--- src/sula_pkg.sv ---
// Package for the SET/UA link set-up block: frame constants, opcodes,
// register indexes, phase encoding and the result descriptor type.
// No dependencies.
package sula_pkg;

  localparam int FRAME_BYTES = 5;
  localparam int IDX_W       = $clog2(FRAME_BYTES);

  localparam logic [7:0] FLAG_BYTE = 8'h7E;
  localparam logic [7:0] CTRL_SET  = 8'h03;
  localparam logic [7:0] CTRL_UA   = 8'h07;

  // Item kinds.
  localparam logic [1:0] OP_START = 2'd0;
  localparam logic [1:0] OP_BYTE  = 2'd1;
  localparam logic [1:0] OP_TICK  = 2'd2;

  // Configuration register indexes.
  localparam logic [1:0] CFG_ADDR    = 2'd0;
  localparam logic [1:0] CFG_TIMEOUT = 2'd1;
  localparam logic [1:0] CFG_MAXATT  = 2'd2;

  // Reported link status codes.
  localparam logic [1:0] STAT_IDLE = 2'd0;
  localparam logic [1:0] STAT_WAIT = 2'd1;
  localparam logic [1:0] STAT_CONN = 2'd2;
  localparam logic [1:0] STAT_FAIL = 2'd3;

  // UA recognizer steps.
  localparam logic [2:0] MS_FLAG0 = 3'd0;
  localparam logic [2:0] MS_ADDR  = 3'd1;
  localparam logic [2:0] MS_CTRL  = 3'd2;
  localparam logic [2:0] MS_CHECK = 3'd3;
  localparam logic [2:0] MS_FLAG1 = 3'd4;

  localparam logic [7:0]  RST_ADDR    = 8'd3;
  localparam logic [15:0] RST_TIMEOUT = 16'd3;
  localparam logic [3:0]  RST_MAXATT  = 4'd3;

  typedef enum logic [3:0] {
    PH_IDLE = 4'b0001,
    PH_WAIT = 4'b0010,
    PH_CONN = 4'b0100,
    PH_FAIL = 4'b1000
  } phase_t;

  // One queued result group: either a whole SET frame or a single status word.
  typedef struct packed {
    logic       sent;
    logic [7:0] addr;
    logic [1:0] status;
    logic [3:0] attempts;
  } desc_t;

  function automatic logic [1:0] phase_status(input phase_t ph);
    logic [1:0] s;
    s = STAT_IDLE;
    unique case (ph)
      PH_IDLE: s = STAT_IDLE;
      PH_WAIT: s = STAT_WAIT;
      PH_CONN: s = STAT_CONN;
      PH_FAIL: s = STAT_FAIL;
      default: s = STAT_IDLE;
    endcase
    return s;
  endfunction

endpackage

--- src/set_ua_link_establish.sv ---
// SET/UA link set-up sender: protocol state, UA recognizer and result queue.
// Depends on sula_pkg.
//
// One input item is taken per cycle; its state update happens at the input
// transfer and its results go into a two-entry result queue. A start item, or
// a tick that expires the timer, yields the five SET frame bytes on five
// consecutive output transfers if attempts are left; every other item yields
// one status result. The output side therefore limits the sustained item rate.
// The input stalls only while both queue entries are occupied.
module set_ua_link_establish (
  input  logic        clk,
  input  logic        rst_n,
  input  logic        cfg_wr_en,
  input  logic [1:0]  cfg_index,
  input  logic [15:0] cfg_wdata,
  input  logic        in_valid,
  output logic        in_stall,
  input  logic [1:0]  in_op,
  input  logic [7:0]  in_rx_byte,
  output logic        out_valid,
  input  logic        out_stall,
  output logic [7:0]  out_tx_byte,
  output logic        out_tx_valid,
  output logic [1:0]  out_link_status,
  output logic [3:0]  out_attempts_used,
  output logic        out_last
);

  logic [7:0]  link_address_r;
  logic [15:0] timeout_ticks_r;
  logic [3:0]  max_attempts_r;

  sula_pkg::phase_t phase_r, phase_nxt;
  logic [2:0]  match_step_r, match_step_nxt;
  logic [3:0]  attempt_r, attempt_nxt;
  logic [15:0] ticks_r, ticks_nxt;

  sula_pkg::desc_t desc_q_r [2];
  sula_pkg::desc_t desc_new;
  logic            wr_ptr_r, rd_ptr_r;
  logic [1:0]      cnt_r;
  logic [sula_pkg::IDX_W-1:0] idx_r;

  logic in_fire, out_fire, grp_done;
  logic do_emit, sent;
  logic [3:0]  att_base;
  logic [15:0] ticks_dec;
  logic [7:0]  check;
  sula_pkg::desc_t head;

  assign in_stall = (cnt_r == 2'd2);
  assign in_fire  = in_valid && !in_stall;

  // Configuration registers.
  always_ff @(posedge clk) begin
    if (!rst_n) begin
      link_address_r  <= sula_pkg::RST_ADDR;
      timeout_ticks_r <= sula_pkg::RST_TIMEOUT;
      max_attempts_r  <= sula_pkg::RST_MAXATT;
    end else if (cfg_wr_en) begin
      unique case (cfg_index)
        sula_pkg::CFG_ADDR:    link_address_r  <= cfg_wdata[7:0];
        sula_pkg::CFG_TIMEOUT: timeout_ticks_r <= cfg_wdata;
        sula_pkg::CFG_MAXATT:  max_attempts_r  <= cfg_wdata[3:0];
        default: ;
      endcase
    end
  end

  assign ticks_dec = (ticks_r != 16'd0) ? ticks_r - 16'd1 : 16'd0;
  assign check     = link_address_r ^ sula_pkg::CTRL_UA;

  // Item processing.
  always_comb begin
    phase_nxt      = phase_r;
    match_step_nxt = match_step_r;
    attempt_nxt    = attempt_r;
    ticks_nxt      = ticks_r;
    do_emit        = 1'b0;
    att_base       = attempt_r;
    sent           = 1'b0;

    case (in_op)
      sula_pkg::OP_START: begin
        do_emit        = 1'b1;
        att_base       = 4'd0;
        match_step_nxt = sula_pkg::MS_FLAG0;
      end
      sula_pkg::OP_BYTE: begin
        if (phase_r == sula_pkg::PH_WAIT) begin
          unique case (match_step_r)
            sula_pkg::MS_FLAG0: begin
              if (in_rx_byte == sula_pkg::FLAG_BYTE) match_step_nxt = sula_pkg::MS_ADDR;
            end
            sula_pkg::MS_ADDR: begin
              if (in_rx_byte == link_address_r) match_step_nxt = sula_pkg::MS_CTRL;
              else if (in_rx_byte != sula_pkg::FLAG_BYTE) match_step_nxt = sula_pkg::MS_FLAG0;
            end
            sula_pkg::MS_CTRL: begin
              if (in_rx_byte == sula_pkg::CTRL_UA) match_step_nxt = sula_pkg::MS_CHECK;
              else if (in_rx_byte == sula_pkg::FLAG_BYTE) match_step_nxt = sula_pkg::MS_ADDR;
              else match_step_nxt = sula_pkg::MS_FLAG0;
            end
            sula_pkg::MS_CHECK: begin
              match_step_nxt = (in_rx_byte == check) ? sula_pkg::MS_FLAG1
                                                     : sula_pkg::MS_FLAG0;
            end
            sula_pkg::MS_FLAG1: begin
              if (in_rx_byte == sula_pkg::FLAG_BYTE) begin
                phase_nxt = sula_pkg::PH_CONN;
                ticks_nxt = 16'd0;
              end
              match_step_nxt = sula_pkg::MS_FLAG0;
            end
            default: match_step_nxt = sula_pkg::MS_FLAG0;
          endcase
        end
      end
      sula_pkg::OP_TICK: begin
        if (phase_r == sula_pkg::PH_WAIT) begin
          ticks_nxt = ticks_dec;
          do_emit   = (ticks_dec == 16'd0);
        end
      end
      default: ;
    endcase

    // The attempt limit is checked before every send.
    if (do_emit) begin
      if (att_base >= max_attempts_r) begin
        phase_nxt      = sula_pkg::PH_FAIL;
        ticks_nxt      = 16'd0;
        match_step_nxt = sula_pkg::MS_FLAG0;
        attempt_nxt    = att_base;
      end else begin
        sent        = 1'b1;
        attempt_nxt = att_base + 4'd1;
        ticks_nxt   = timeout_ticks_r;
        phase_nxt   = sula_pkg::PH_WAIT;
      end
    end

    desc_new.sent     = sent;
    desc_new.addr     = link_address_r;
    desc_new.status   = sula_pkg::phase_status(phase_nxt);
    desc_new.attempts = attempt_nxt;
  end

  always_ff @(posedge clk) begin
    if (!rst_n) begin
      phase_r      <= sula_pkg::PH_IDLE;
      match_step_r <= sula_pkg::MS_FLAG0;
      attempt_r    <= 4'd0;
      ticks_r      <= 16'd0;
    end else if (in_fire) begin
      phase_r      <= phase_nxt;
      match_step_r <= match_step_nxt;
      attempt_r    <= attempt_nxt;
      ticks_r      <= ticks_nxt;
    end
  end

  // Result queue and output sequencing.
  assign head      = desc_q_r[rd_ptr_r];
  assign out_valid = (cnt_r != 2'd0);
  assign out_fire  = out_valid && !out_stall;
  assign out_last  = !head.sent || (idx_r == sula_pkg::IDX_W'(sula_pkg::FRAME_BYTES - 1));
  assign grp_done  = out_fire && out_last;

  always_comb begin
    out_tx_byte = 8'd0;
    if (head.sent) begin
      case (idx_r)
        sula_pkg::IDX_W'(1): out_tx_byte = head.addr;
        sula_pkg::IDX_W'(2): out_tx_byte = sula_pkg::CTRL_SET;
        sula_pkg::IDX_W'(3): out_tx_byte = head.addr ^ sula_pkg::CTRL_SET;
        default:             out_tx_byte = sula_pkg::FLAG_BYTE;
      endcase
    end
  end

  assign out_tx_valid      = head.sent;
  assign out_link_status   = head.status;
  assign out_attempts_used = head.attempts;

  always_ff @(posedge clk) begin
    if (in_fire) desc_q_r[wr_ptr_r] <= desc_new;
  end

  always_ff @(posedge clk) begin
    if (!rst_n) begin
      wr_ptr_r <= 1'b0;
      rd_ptr_r <= 1'b0;
      cnt_r    <= 2'd0;
      idx_r    <= '0;
    end else begin
      if (in_fire) wr_ptr_r <= !wr_ptr_r;
      if (grp_done) begin
        rd_ptr_r <= !rd_ptr_r;
        idx_r    <= '0;
      end else if (out_fire) begin
        idx_r <= idx_r + sula_pkg::IDX_W'(1);
      end
      case ({in_fire, grp_done})
        2'b10:   cnt_r <= cnt_r + 2'd1;
        2'b01:   cnt_r <= cnt_r - 2'd1;
        default: cnt_r <= cnt_r;
      endcase
    end
  end

endmodule

--- config.mk ---
export PLATFORM = sky130hd
export DESIGN_NAME = set_ua_link_establish
export DESIGN_NICKNAME = d
export VERILOG_FILES = /design/src/sula_pkg.sv /design/src/set_ua_link_establish.sv
export SDC_FILE = /design/constraint.sdc
export NUM_CORES = 1
export LEC_CHECK = 0
export BUFFER_PORTS_ARGS = -buffer_cell sky130_fd_sc_hd__buf_2
export CAP_MARGIN = 20
export CORE_MARGIN = 2
export CORE_UTILIZATION = 45
export CTS_CLUSTER_DIAMETER = 30
export DETAILED_ROUTE_END_ITERATION = 7
export PLACE_DENSITY = 0.65
export SLEW_MARGIN = 20
export SYNTH_ARGS = -nofsm -noshare
export SYNTH_HDL_FRONTEND = slang
export SYNTH_SLANG_ARGS = --single-unit
--- constraint.sdc ---
create_clock -name clk -period 2.6 [get_ports clk]
set_input_delay 0.65 -clock clk [delete_from_list [all_inputs] [get_ports clk]]
set_output_delay 0.65 -clock clk [all_outputs]
set_load 0.02 [all_outputs]
Word-level counts from Yosys, hierarchy flattened
Memory sizes are Yosys's and may differ from the RTL's. A register that Yosys moved wholly into a read port is not among the register bits. Index checks and enable logic that the tools add are counted.

$add $sub $neg: 5. Multipliers: 0. Div/mod/pow operators: 0. Magnitude comparators: 1. Equality and inequality tests: 28. Shift operators: 0. Multiplexer cells: 40. Bitwise operators: 3. Reductions and logical operators: 22.

Operators with widths (number): 2-to-1 mux 16 bit (7); 2-to-1 mux 4 bit (9); one-hot mux 16 bit (2 select lines) (1); one-hot mux 8 bit (3 select lines) (1); 2-to-1 mux 3 bit (7); == test 8 bit (2); zero test 16 bit (1); nonzero test 16 bit (1); subtractor 16 x 1 -> 16 bit, second input constant (1); == test 3 x 2 -> 1 bit, second input constant (4); != test 3 bit, second input constant (4); one-hot mux 3 bit (4 select lines) (1); == test 2 bit, second input constant (4); == test 4 x 2 -> 1 bit, second input constant (2); == test 8 x 3 -> 1 bit, second input constant (1); == test 8 x 7 -> 1 bit, second input constant (1); 2-to-1 mux 1 bit (8); 2-to-1 mux 8 bit (1); != test 8 x 7 -> 1 bit, second input constant (1); == test 2 x 1 -> 1 bit, second input constant (3); == test 3 x 1 -> 1 bit, second input constant (2); == test 3 bit, second input constant (2); one-hot mux 2 bit (3 select lines) (1); one-hot mux 3 bit (2 select lines) (1); other kinds (23) (33).

Bits in registers: 62. Bits in latches: 0. RAM bits: 30. Memory bits (read-only): 0. Output and inout bits: 18. Word-level logic and storage cells: 111. Memories: 1.

Memories: desc_q_r (depth 2, bits a word 15, rd ports 1, clocked after Yosys merged registers in 1, wr ports 1, line set_ua_link_establish.sv:38) `sula_pkg::desc_t desc_q_r [2];`.

Longest topological paths before layout
Gate-level depths: netlist of the first run.

Word-level depth: 8. Depth in mapped cells: 12.

Worst setup path before layout of the first run
Ideal clock, no wire load.

Path type: reg-to-reg. Start point: register ticks_r[0]. End point: memory desc_q_r[0][2] (netlist bit) (data pin). Arrival: 2.622 ns. Path slack: -0.289 ns. Stages on the path, launching flop included: 13. Clock period less this slack: 2.889 ns. Cells stage by stage: dfxtp_1 clkbuf_1 inv_1 ha_1 clkbuf_1 nor2b_1 nand4_1 or2_2 and2_1 a221oi_4 buf_6 nand2_2 xnor2_1.

Longest elaborated chain between the ends: 6. Elaborated cells between the ends (all ways): 7.

Ends and longest elaborated chain: start, declared (line set_ua_link_establish.sv:36) `logic [15:0] ticks_r, ticks_nxt;`; start signal, assigned (line set_ua_link_establish.sv:159) `ticks_r <= ticks_nxt;`; subtractor 16 x 1 -> 16 bit or nonzero test 16 bit (tied branches) (line set_ua_link_establish.sv:70) `assign ticks_dec = (ticks_r != 16'd0) ? ticks_r - 16'd1 : 16'd0;`; 2-to-1 mux 16 bit (*) (line set_ua_link_establish.sv:70); zero test 16 bit (*) (line set_ua_link_establish.sv:122) `do_emit = (ticks_dec == 16'd0);`; 2-to-1 mux 1 bit (*) (line set_ua_link_establish.sv:120) `if (phase_r == sula_pkg::PH_WAIT) begin`; one-hot mux 1 bit (2 select lines) (*) (line set_ua_link_establish.sv:83) `case (in_op)`; 2-to-1 mux 4 bit (*) (line set_ua_link_establish.sv:129) `if (do_emit) begin`; via attempt_nxt[2] (line set_ua_link_establish.sv:35) `logic [3:0] attempt_r, attempt_nxt;`; end, declared (line set_ua_link_establish.sv:38).

Mark *: on every way through the listed nets, which the timed path passes. The rest lies on a longest branch.

Worst setup path after layout of the first run
Start point: register ticks_r[2]. End point: register attempt_r[2].

Longest elaborated chain between the ends: 6. Elaborated cells between the ends (all ways): 7.

Ends and longest elaborated chain: subtractor 16 x 1 -> 16 bit or nonzero test 16 bit (tied branches) (line set_ua_link_establish.sv:70); 2-to-1 mux 16 bit (*) (line set_ua_link_establish.sv:70); zero test 16 bit (*) (line set_ua_link_establish.sv:122); 2-to-1 mux 1 bit (*) (line set_ua_link_establish.sv:120); one-hot mux 1 bit (2 select lines) (*) (line set_ua_link_establish.sv:83); 2-to-1 mux 4 bit (*) (line set_ua_link_establish.sv:129); end signal, assigned (line set_ua_link_establish.sv:158) `attempt_r <= attempt_nxt;`; end, declared (line set_ua_link_establish.sv:35).

Mark *: on every way between the ends. The rest lies on a longest branch, timed or not. A chain may end at the register's enable or synchronous reset.

==> results of run 1 <==
-- through the flow --
stage / instances / setup WS, ns / power (uW)
finish: 819 / -0.0252 / 4230
global route: 819 / -0.0944 / 4460
CTS: 811 / 0.00183 / 4160
detailed placement: 790 / -0.278 / 3140
global placement: 790 / -0.171 / 3100
floorplan: 557 / 0.00753 / 2640
-- layout by cell type, fill, tap and decap left out, types with 7 or more instances in the layout --
cell / synthesis / layout
nand4_1: 11 / 11
nor2_1: 55 / 53
clkbuf_8: 0 / 10
nand2_1: 64 / 59
o211ai_1: 9 / 9
edfxtp_1: 30 / 30
buf_4: 0 / 73
nand3_1: 17 / 16
ha_1: 12 / 9
buf_6: 3 / 7
inv_1: 19 / 17
buf_2: 1 / 50
mux2_2: 8 / 8
dfxtp_1: 63 / 58
mux2i_1: 24 / 22
a21oi_1: 54 / 49
nor3_1: 16 / 14
o21ai_0: 23 / 21
xnor2_1: 14 / 13
-- metal layers --
metal	vias to the layer above	track usage, %
met5	-	0
met4	0	9.22
met3	37	4.27
met2	156	39.4
met1	2210	31.5
li1	2257	-
-- cell type report --
class / count / area [um^2] / area share, %
sequential: 93 / 2170 / 33.5
tap: 140 / 175 / 2.70
multi-input combinational: 418 / 2940 / 45.3
inverter: 20 / 78.8 / 1.22
clock inverter: 5 / 57.6 / 0.889
timing repair buffer: 132 / 917 / 14.2
clock buffer: 11 / 141 / 2.18
-- critical path, stage by stage, from the launching register on --
cell and delay, ns:
dfxtp_2 0.33, or3_4 0.42, buf_4 0.16, nor3_1 0.24
xnor2_1 0.23, o2111ai_4 0.19, buf_6 0.18, and2_4 0.13
or4_1 0.50, o211a_1 0.12
-- what timing repair did --
item	4_1_cts	5_1_grt
endpoints found under the hold margin	0	0
endpoints found under the setup margin	30	37
gates resized for setup	9	37
pin swaps	2	21
buffers inserted	5	8
-- registers in the layout (all words and copies together) (netlist names), named ones only --
| name | count |
|---|---|
| phase_r | 4 |
| match_step_r | 3 |
| cnt_r | 2 |
| rd_ptr_r | 1 |
| timeout_ticks_r | 16 |
| desc_q_r | 30 |
| idx_r | 3 |
| max_attempts_r | 4 |
| attempt_r | 4 |
| ticks_r | 16 |
| link_address_r | 8 |
| wr_ptr_r | 1 |
-- cells by family after synthesis --
group,count (synthesis),share of synthesized area [%]
adder cells (fa/ha/maj),12,2.98
buffers and inverters,46,3.89
multiplexers,32,6.55
AND/OR/NAND/NOR,232,23.7
XOR/XNOR,18,3.12
AO/OA/AOI/OAI,124,16.9
flip-flops,93,42.8
-- power by group through the flow --
stage               clock network (uW)  logic [uW]  registers, uW
floorplan                            0         894           1750
CTS                               1020        1400           1750
global placement                     0        1330           1770
detailed placement                   0        1360           1780
finish                             993        1490           1750
global route                      1060        1630           1770
-- path summary, 6_finish.rpt --
kind,start,slack [ns],depth (start not counted),endpoint
worst min register to register,timeout_ticks_r[3],0.46,2,timeout_ticks_r[3]
worst max register to register,ticks_r[2],-0.03,9,attempt_r[2]
worst max-delay path,ticks_r[2],-0.03,9,attempt_r[2]
worst min-delay path,timeout_ticks_r[3],0.46,2,timeout_ticks_r[3]
==> results.cfg, run 1 <==
[cts]
clkTransAtPathRegs_ns = 0.10
clock_path_buffers = 2
htree_levels = 3
cts_buffers = 9
clock_latency_ns = 0.37
clkSinkCount = 93
cts_tree = built
cts_root_buf = clkbuf_8
hold_buffers = 0

[placement]
port_buffers = 50
gp_congestion = 0.888
dpl_cell_area_um2 = 5990
hpwl_um = 10400

[outcome]
outcome = complete, but fails checks
violations = setup timing

[drt]
drtIter0Drc = 271
detail_route.wirelength_um = 14000
routed.top_layer = met4
route.vias.total = 4660
m1WireLength_um = 6180
wl_met3_um = 794
wl_per_cell_um = 17.1
drtPass1Iterations = 5
drtAntennaViolNets = 0
avgViaCountPerCell = 5.69
drc = 0
wl_met2_um = 6660

[synth]
ys.flop_type = dfxtp_1
synthDominantCellAreaShare_pct = 25.0
syn_area_um2 = 5050
ys_types = 70
synth_warnings = 0
synth_top_area_cell = dfxtp_1
yosysMostFrequentCell = nand2_1
synth_commonest_cells = 64 x nand2_1, 63 x dfxtp_1, 55 x nor2_1, 54 x a21oi_1, 30 x edfxtp_1
synth_edf_count = 30
synth_fp_nets = 602
ys_ff_latch = 93
yosysSeqAreaShare_pct = 42.8
synthTopCellsByArea = dfxtp_1 25%, edfxtp_1 18%, a21oi_1 5.4%, mux2i_1 4.8%, nand2_1 4.8%
async_flop_share_pct = 0
avgSynthCellArea_um2 = 9.06
synth_cells = 557

[power_and_ir_drop]
ir_drop_mv = 0.466
p_int_uw = 2790
p_leak_uw = 0.00259
power.switching_uw = 1440
pwr-share-seq_pct = 41.4
p_sw_share_pct = 34.0
pwr-share-clk_pct = 23.5
powerDensity_nw_per_um2 = 653
combPwrFrac_pct = 35.2

[sta]
slew_viol_final = 0
setup_viol = 6
fin_crit_ns = 2.63
whs_ns = 0.461
fmax_mhz = 381
rsz0062_at_grt = true
final.setup_skew_ns = 0.0132
relSlewSlack_pct = 60.2
layout_worst_path_cycle_share_pct = 101
hold_viol_final = 0
tightest_slew_ns = 0.595
setup_tns_ns = -0.0918
worst_slack_ns = -0.0252

[die]
die_h_um = 110
die_area_um2 = 12100
die_w_um = 110
row_count = 38
start_util_pct = 46.3
ios = 51
core_area_um2 = 10900

[worst_setup_path]
end_kind = flop
cp.required_ns = 2.86
critPathMaxFanout = 4
startpoint_type = flop
arrival_ns = 2.89
path_class = reg -> reg

[cells_and_area]
layout-drive-gt1-share_pct = 32.7
fillers = 968
antenna_cells = 0
final_core_util_pct = 59.5
area_growth_pct = 28.4
fin_area_um2 = 6480
finish.net_count = 719

[global_route]
grt_pass1_vias = 4510
overflow = 0
grt_max_degree = 42
grt_pass1_wl_um = 22300
track_usage_pct = 24.1
antenna_found_initial = 0

[min_path]
min_path_type = reg -> reg

[job]
cap_violations = 0
Note: power is estimated with default switching activity, not from simulation.
==> inputs of run 2 (changes only) <==
==> constraint.sdc (replaced) <==
create_clock -name clk -period 2.6 [get_ports clk]
set_input_delay 0.65 -clock clk [delete_from_list [all_inputs] [get_ports clk]]
set_output_delay 0.65 -clock clk [all_outputs]
set_load 0.005 [all_outputs]
==> run 2 against run 1 <==
Compared with the run above: the run still ends with setup timing left; clock power about the same; via count rose by 0.28%; final cell count unchanged; maximum frequency about the same; worst hold slack barely moved.
==> results.cfg, run 2 (synthesized netlist as in run 1, its figures left out) <==
[die]
die_h_um = 110
row_count = 38
start_util_pct = 46.3
die_area_um2 = 12100
core_area_um2 = 10900
die_w_um = 110
ios = 51

[min_path]
min_path_type = reg -> reg

[cts]
htree_levels = 3
cts_tree = built
clkTransAtPathRegs_ns = 0.10
hold_buffers = 0
clock_latency_ns = 0.37
cts_buffers = 9
clkSinkCount = 93
cts_root_buf = clkbuf_8
clock_path_buffers = 2

[drt]
drtPass1Iterations = 5
drc = 0
routed.top_layer = met4
detail_route.wirelength_um = 14000
wl_met3_um = 765
wl_per_cell_um = 17.1
wl_met2_um = 6730
drtAntennaViolNets = 0
drtIter0Drc = 284
route.vias.total = 4673
avgViaCountPerCell = 5.71
m1WireLength_um = 6170

[global_route]
grt_pass1_wl_um = 22300
antenna_found_initial = 0
grt_max_degree = 42
track_usage_pct = 24.1
overflow = 0
grt_pass1_vias = 4504

[cells_and_area]
area_growth_pct = 28.2
regMostFlops = desc_q_r
finish.net_count = 719
final_common_cell = buf_4
antenna_cells = 0
fillers = 969
final_cell_mix = 73 x buf_4, 59 x nand2_1, 58 x dfxtp_1
largestRegisters = desc_q_r: 30 flops, ticks_r: 16 flops, timeout_ticks_r: 16 flops
layout-drive-gt1-share_pct = 32.7
largest_reg_flops = 30

[sta]
relSlewSlack_pct = 60.3
fmax_mhz = 381
final.setup_skew_ns = 0.0142
layout_worst_path_cycle_share_pct = 101
tightest_slew_ns = 0.594
rsz0062_at_grt = true
fin_crit_ns = 2.63
setup_tns_ns = -0.0864
slew_viol_final = 0
hold_viol_final = 0
setup_viol = 6
worst_slack_ns = -0.0268

[worst_setup_path]
cp.required_ns = 2.86
end_kind = flop
arrival_ns = 2.89
startpoint_type = flop
critPathMaxFanout = 5
path_class = reg -> reg

[job]
cap_violations = 0

[power_and_ir_drop]
fin_total_pwr_uw = 4120
ir_drop_mv = 0.412
powerDensity_nw_per_um2 = 637
p_leak_uw = 0.00259

[placement]
post-place-ws_ns = -0.278
port_buffers = 50
hpwl_um = 10400
gp_congestion = 0.888

[outcome]
outcome = complete, but fails checks
violations = setup timing
run 2: cell counts in the layout (fill, tap and decap cells not counted):
No cell type changed its count.
run 2: metal layers:
| layer | up-vias | track usage [%] |
|---|---|---|
| met5 | - | 0 |
| met4 | 0 | 9.22 |
| met3 | 35 | 4.27 |
| met2 | 152 | 39.4 |
| met1 | 2226 | 31.5 |
| li1 | 2260 | - |
run 2: worst paths after layout:
path | end | slack (ns) | start | cells after the start
setup reg to reg | phase_r[3] | -0.03 | ticks_r[2] | 9
hold reg to reg | timeout_ticks_r[3] | 0.46 | timeout_ticks_r[3] | 2
setup / recovery | phase_r[3] | -0.03 | ticks_r[2] | 9
hold / removal | timeout_ticks_r[3] | 0.46 | timeout_ticks_r[3] | 2
run 2: stage by stage:
step | util (%) | area, um^2 | hold slack, ns | cells
finish | 59.4 | 6470 | 0.461 | 819
detailed placement | 55.0 | 5990 | 0.450 | 790
global placement | 55.0 | 5990 | 0.449 | 790
CTS | 57.5 | 6260 | 0.464 | 811
floorplan | - | 5190 | 0.432 | 557
global route | 59.4 | 6470 | 0.495 | 819
run 2: critical path, cell delays in order, from the launching register on:
cell and delay (ns):
dfxtp_2 0.33, or3_4 0.42, buf_4 0.16, nor3_1 0.24, xnor2_1 0.23, o2111ai_4 0.19, buf_6 0.18, a22o_4 0.24
or3_4 0.38, o211a_1 0.13
run 2: area by class of cell:
type	count	area, um^2	area share, %
clock buffers	11	141	2.19
clock inverters	5	57.6	0.890
inverters	20	78.8	1.22
multi-input cells	418	2930	45.3
flip-flops and latches	93	2170	33.6
well taps	140	175	2.71
repair buffers	132	917	14.2
run 2: timing repair:
item | CTS | global route
buffers inserted | 5 | 8
pin swaps | 2 | 19
resized for setup | 8 | 37
setup endpoints to repair | 30 | 37
run 2: power breakdown:
group,switching (uW),internal (uW),total (uW)
clock network,521,474,996
logic,718,658,1380
registers,94.0,1660,1750
total,1330,2790,4120
==> inputs of run 3 (changes only) <==
--- a/config.mk
+++ b/config.mk
@@ -7,11 +7,13 @@
 export LEC_CHECK = 0
 export BUFFER_PORTS_ARGS = -buffer_cell sky130_fd_sc_hd__buf_2
 export CAP_MARGIN = 20
+export CORE_ASPECT_RATIO = 1.25
 export CORE_MARGIN = 2
 export CORE_UTILIZATION = 45
 export CTS_CLUSTER_DIAMETER = 30
 export DETAILED_ROUTE_END_ITERATION = 7
 export PLACE_DENSITY = 0.65
+export REMOVE_ABC_BUFFERS = 1
 export SLEW_MARGIN = 20
 export SYNTH_ARGS = -nofsm -noshare
 export SYNTH_HDL_FRONTEND = slang
==> run 3 against run 2 <==
Compared with the run above: the run still ends with setup timing left; combinational power fell by 5%; worst hold slack improved by 0.0098 ns; largest cell class unchanged; die area barely moved; sequential cell count did not move; worst setup slack got worse by 0.048 ns; clock-buffer cell count rose by 1; design area rose by 1.6%; utilization rose by 0.18 points; final cell count fell by 0.12%; critical path depth rose by 3; maximum frequency fell by 1.8%; clock skew fell by 0.0041 ns.
==> results.cfg, run 3 (synthesized netlist as in run 1, its figures left out) <==
[drt]
drc = 0
drtIter0Drc = 193
detail_route.wirelength_um = 13400
wl_per_cell_um = 16.4
avgViaCountPerCell = 5.73
route.vias.total = 4684
drtPass1Iterations = 5
drtAntennaViolNets = 0

[job]
cap_violations = 0

[die]
start_util_pct = 45.8
row_count = 43
ios = 51
die_area_um2 = 12100
die_h_um = 122
core_area_um2 = 11000
die_w_um = 98.7

[sta]
relSlewSlack_pct = 53.1
tightest_slew_ns = 0.702
whs_ns = 0.471
hold_viol_final = 0
layout_worst_path_cycle_share_pct = 103
final.setup_skew_ns = 0.0101
setup_viol = 9
rsz0062_at_grt = true
fmax_mhz = 374
slew_viol_final = 0
worst_slack_ns = -0.0748
fin_crit_ns = 2.67

[placement]
port_buffers = 50
place_inst = 796
gp_congestion = 0.869
hpwl_um = 10100

[power_and_ir_drop]
powerDensity_nw_per_um2 = 659
ir_drop_mv = 0.346
p_sw_share_pct = 30.6
p_leak_uw = 0.00265
power.switching_uw = 1320
pwr-share-seq_pct = 40.3
p_int_uw = 3010
pwr-share-clk_pct = 29.3
combPwrFrac_pct = 30.4

[worst_setup_path]
cp.required_ns = 2.83
cp_num_buf_inv = 4
cp_slowest_cell = or3_4
cp_common_cell = buf_4
critPathMaxFanout = 6
arrival_ns = 2.91
cp_cell_sequence = inv_1 > ha_4 > buf_4 > nor2_1 > a21oi_1 > o31ai_1 > buf_4 > o2111ai_4 > buf_6 > a22o_4 > or3_4 > o211a_1
slowest_delay_ns = 0.38
ff2ff_path_depth = 12
end_kind = flop
path_class = reg -> reg
startpoint_type = flop
critPathTopFamily = compound AO/OA/AOI/OAI gates
critical_path_depth = 12

[cells_and_area]
layout-drive-gt1-share_pct = 32.2
regMostFlops = desc_q_r
area_growth_pct = 30.2
layout.cells.non_filler = 818
final_common_cell = buf_4
largestRegisters = desc_q_r: 30 flops, ticks_r: 16 flops, timeout_ticks_r: 16 flops
antenna_cells = 0
fillers = 973
largest_reg_flops = 30
finish.net_count = 723
final_cell_mix = 74 x buf_4, 63 x nand2_1, 59 x dfxtp_1

[cts]
hold_buffers = 0
cts_tree = built
htree_levels = 3
clock_latency_ns = 0.34
clock_path_buffers = 2
cts_root_buf = clkbuf_16
clkTransAtPathRegs_ns = 0.07
clkSinkCount = 93
cts_buffers = 9

[outcome]
outcome = complete, but fails checks
violations = setup timing

[global_route]
antenna_found_initial = 0
grt_pass1_vias = 4592
overflow = 0
grt_max_degree = 31
track_usage_pct = 22.8
grt_pass1_wl_um = 21800

[min_path]
holdPathStages = 2
min_path_type = reg -> reg
==> run 3: worst paths after layout <==
path | from | end | slack, ns
worst max-delay path | ticks_r[1] | phase_r[3] | -0.07
worst min register to register | timeout_ticks_r[10] | timeout_ticks_r[10] | 0.47
worst min-delay path | timeout_ticks_r[10] | timeout_ticks_r[10] | 0.47
worst max register to register | ticks_r[1] | phase_r[3] | -0.07
==> run 3: metal layers <==
layer	global-route usage [%]	vias up	part of all wire (%)
met5	0	-	0
met2	40.4	115	51
met1	25.9	2247	40
li1	-	2275	-
met4	12.2	0	4.6
met3	4.27	47	3.7
==> run 3: through the flow <==
| stage | util [%] | TNS, ns | area, um^2 | setup WS (ns) | power [uW] |
|---|---|---|---|---|---|
| after detailed placement | 54.0 | -4.06 | 5960 | -0.273 | 2980 |
| after floorplan | - | -10.01 | 4920 | -0.530 | 2440 |
| final | 59.6 | -0.326 | 6570 | -0.0748 | 4330 |
| after CTS | 57.3 | -0.00380 | 6310 | -0.00380 | 4270 |
| after global routing | 59.6 | -2.47 | 6570 | -0.158 | 4570 |
| after global placement | 54.0 | -3.37 | 5960 | -0.189 | 2940 |
==> run 3: power groups by stage <==
stage | combinational [uW] | sequential (uW) | clock [uW]
after detailed placement | 1200 | 1780 | 0
after CTS | 1230 | 1740 | 1290
final | 1310 | 1750 | 1270
after floorplan | 671 | 1770 | 0
after global placement | 1170 | 1770 | 0
after global routing | 1440 | 1760 | 1370
==> run 3: what timing repair did <==
action | in CTS | in global routing
gates resized for setup | 13 | 55
cloned | 0 | 0
setup endpoints to repair | 34 | 41
pin swaps | 5 | 34
buffers inserted | 1 | 7
==> run 3: final cells by class <==
cell class                      instances  area, um^2  area share (%)
Clock buffer                           12         267            4.06
Tap cell                              135         169            2.57
Clock inverter                          4        27.5           0.419
Sequential cell                        93        2170            33.0
Timing Repair Buffer                  136         961            14.6
Inverter                               20        75.1            1.14
Multi-Input combinational cell        418        2910            44.2
==> run 3: tightest hold or removal path: stages (launching register included) <==
cell and delay [ns]:
dfxtp_1 0.32, nand2_1 0.05, a21oi_1 0.05
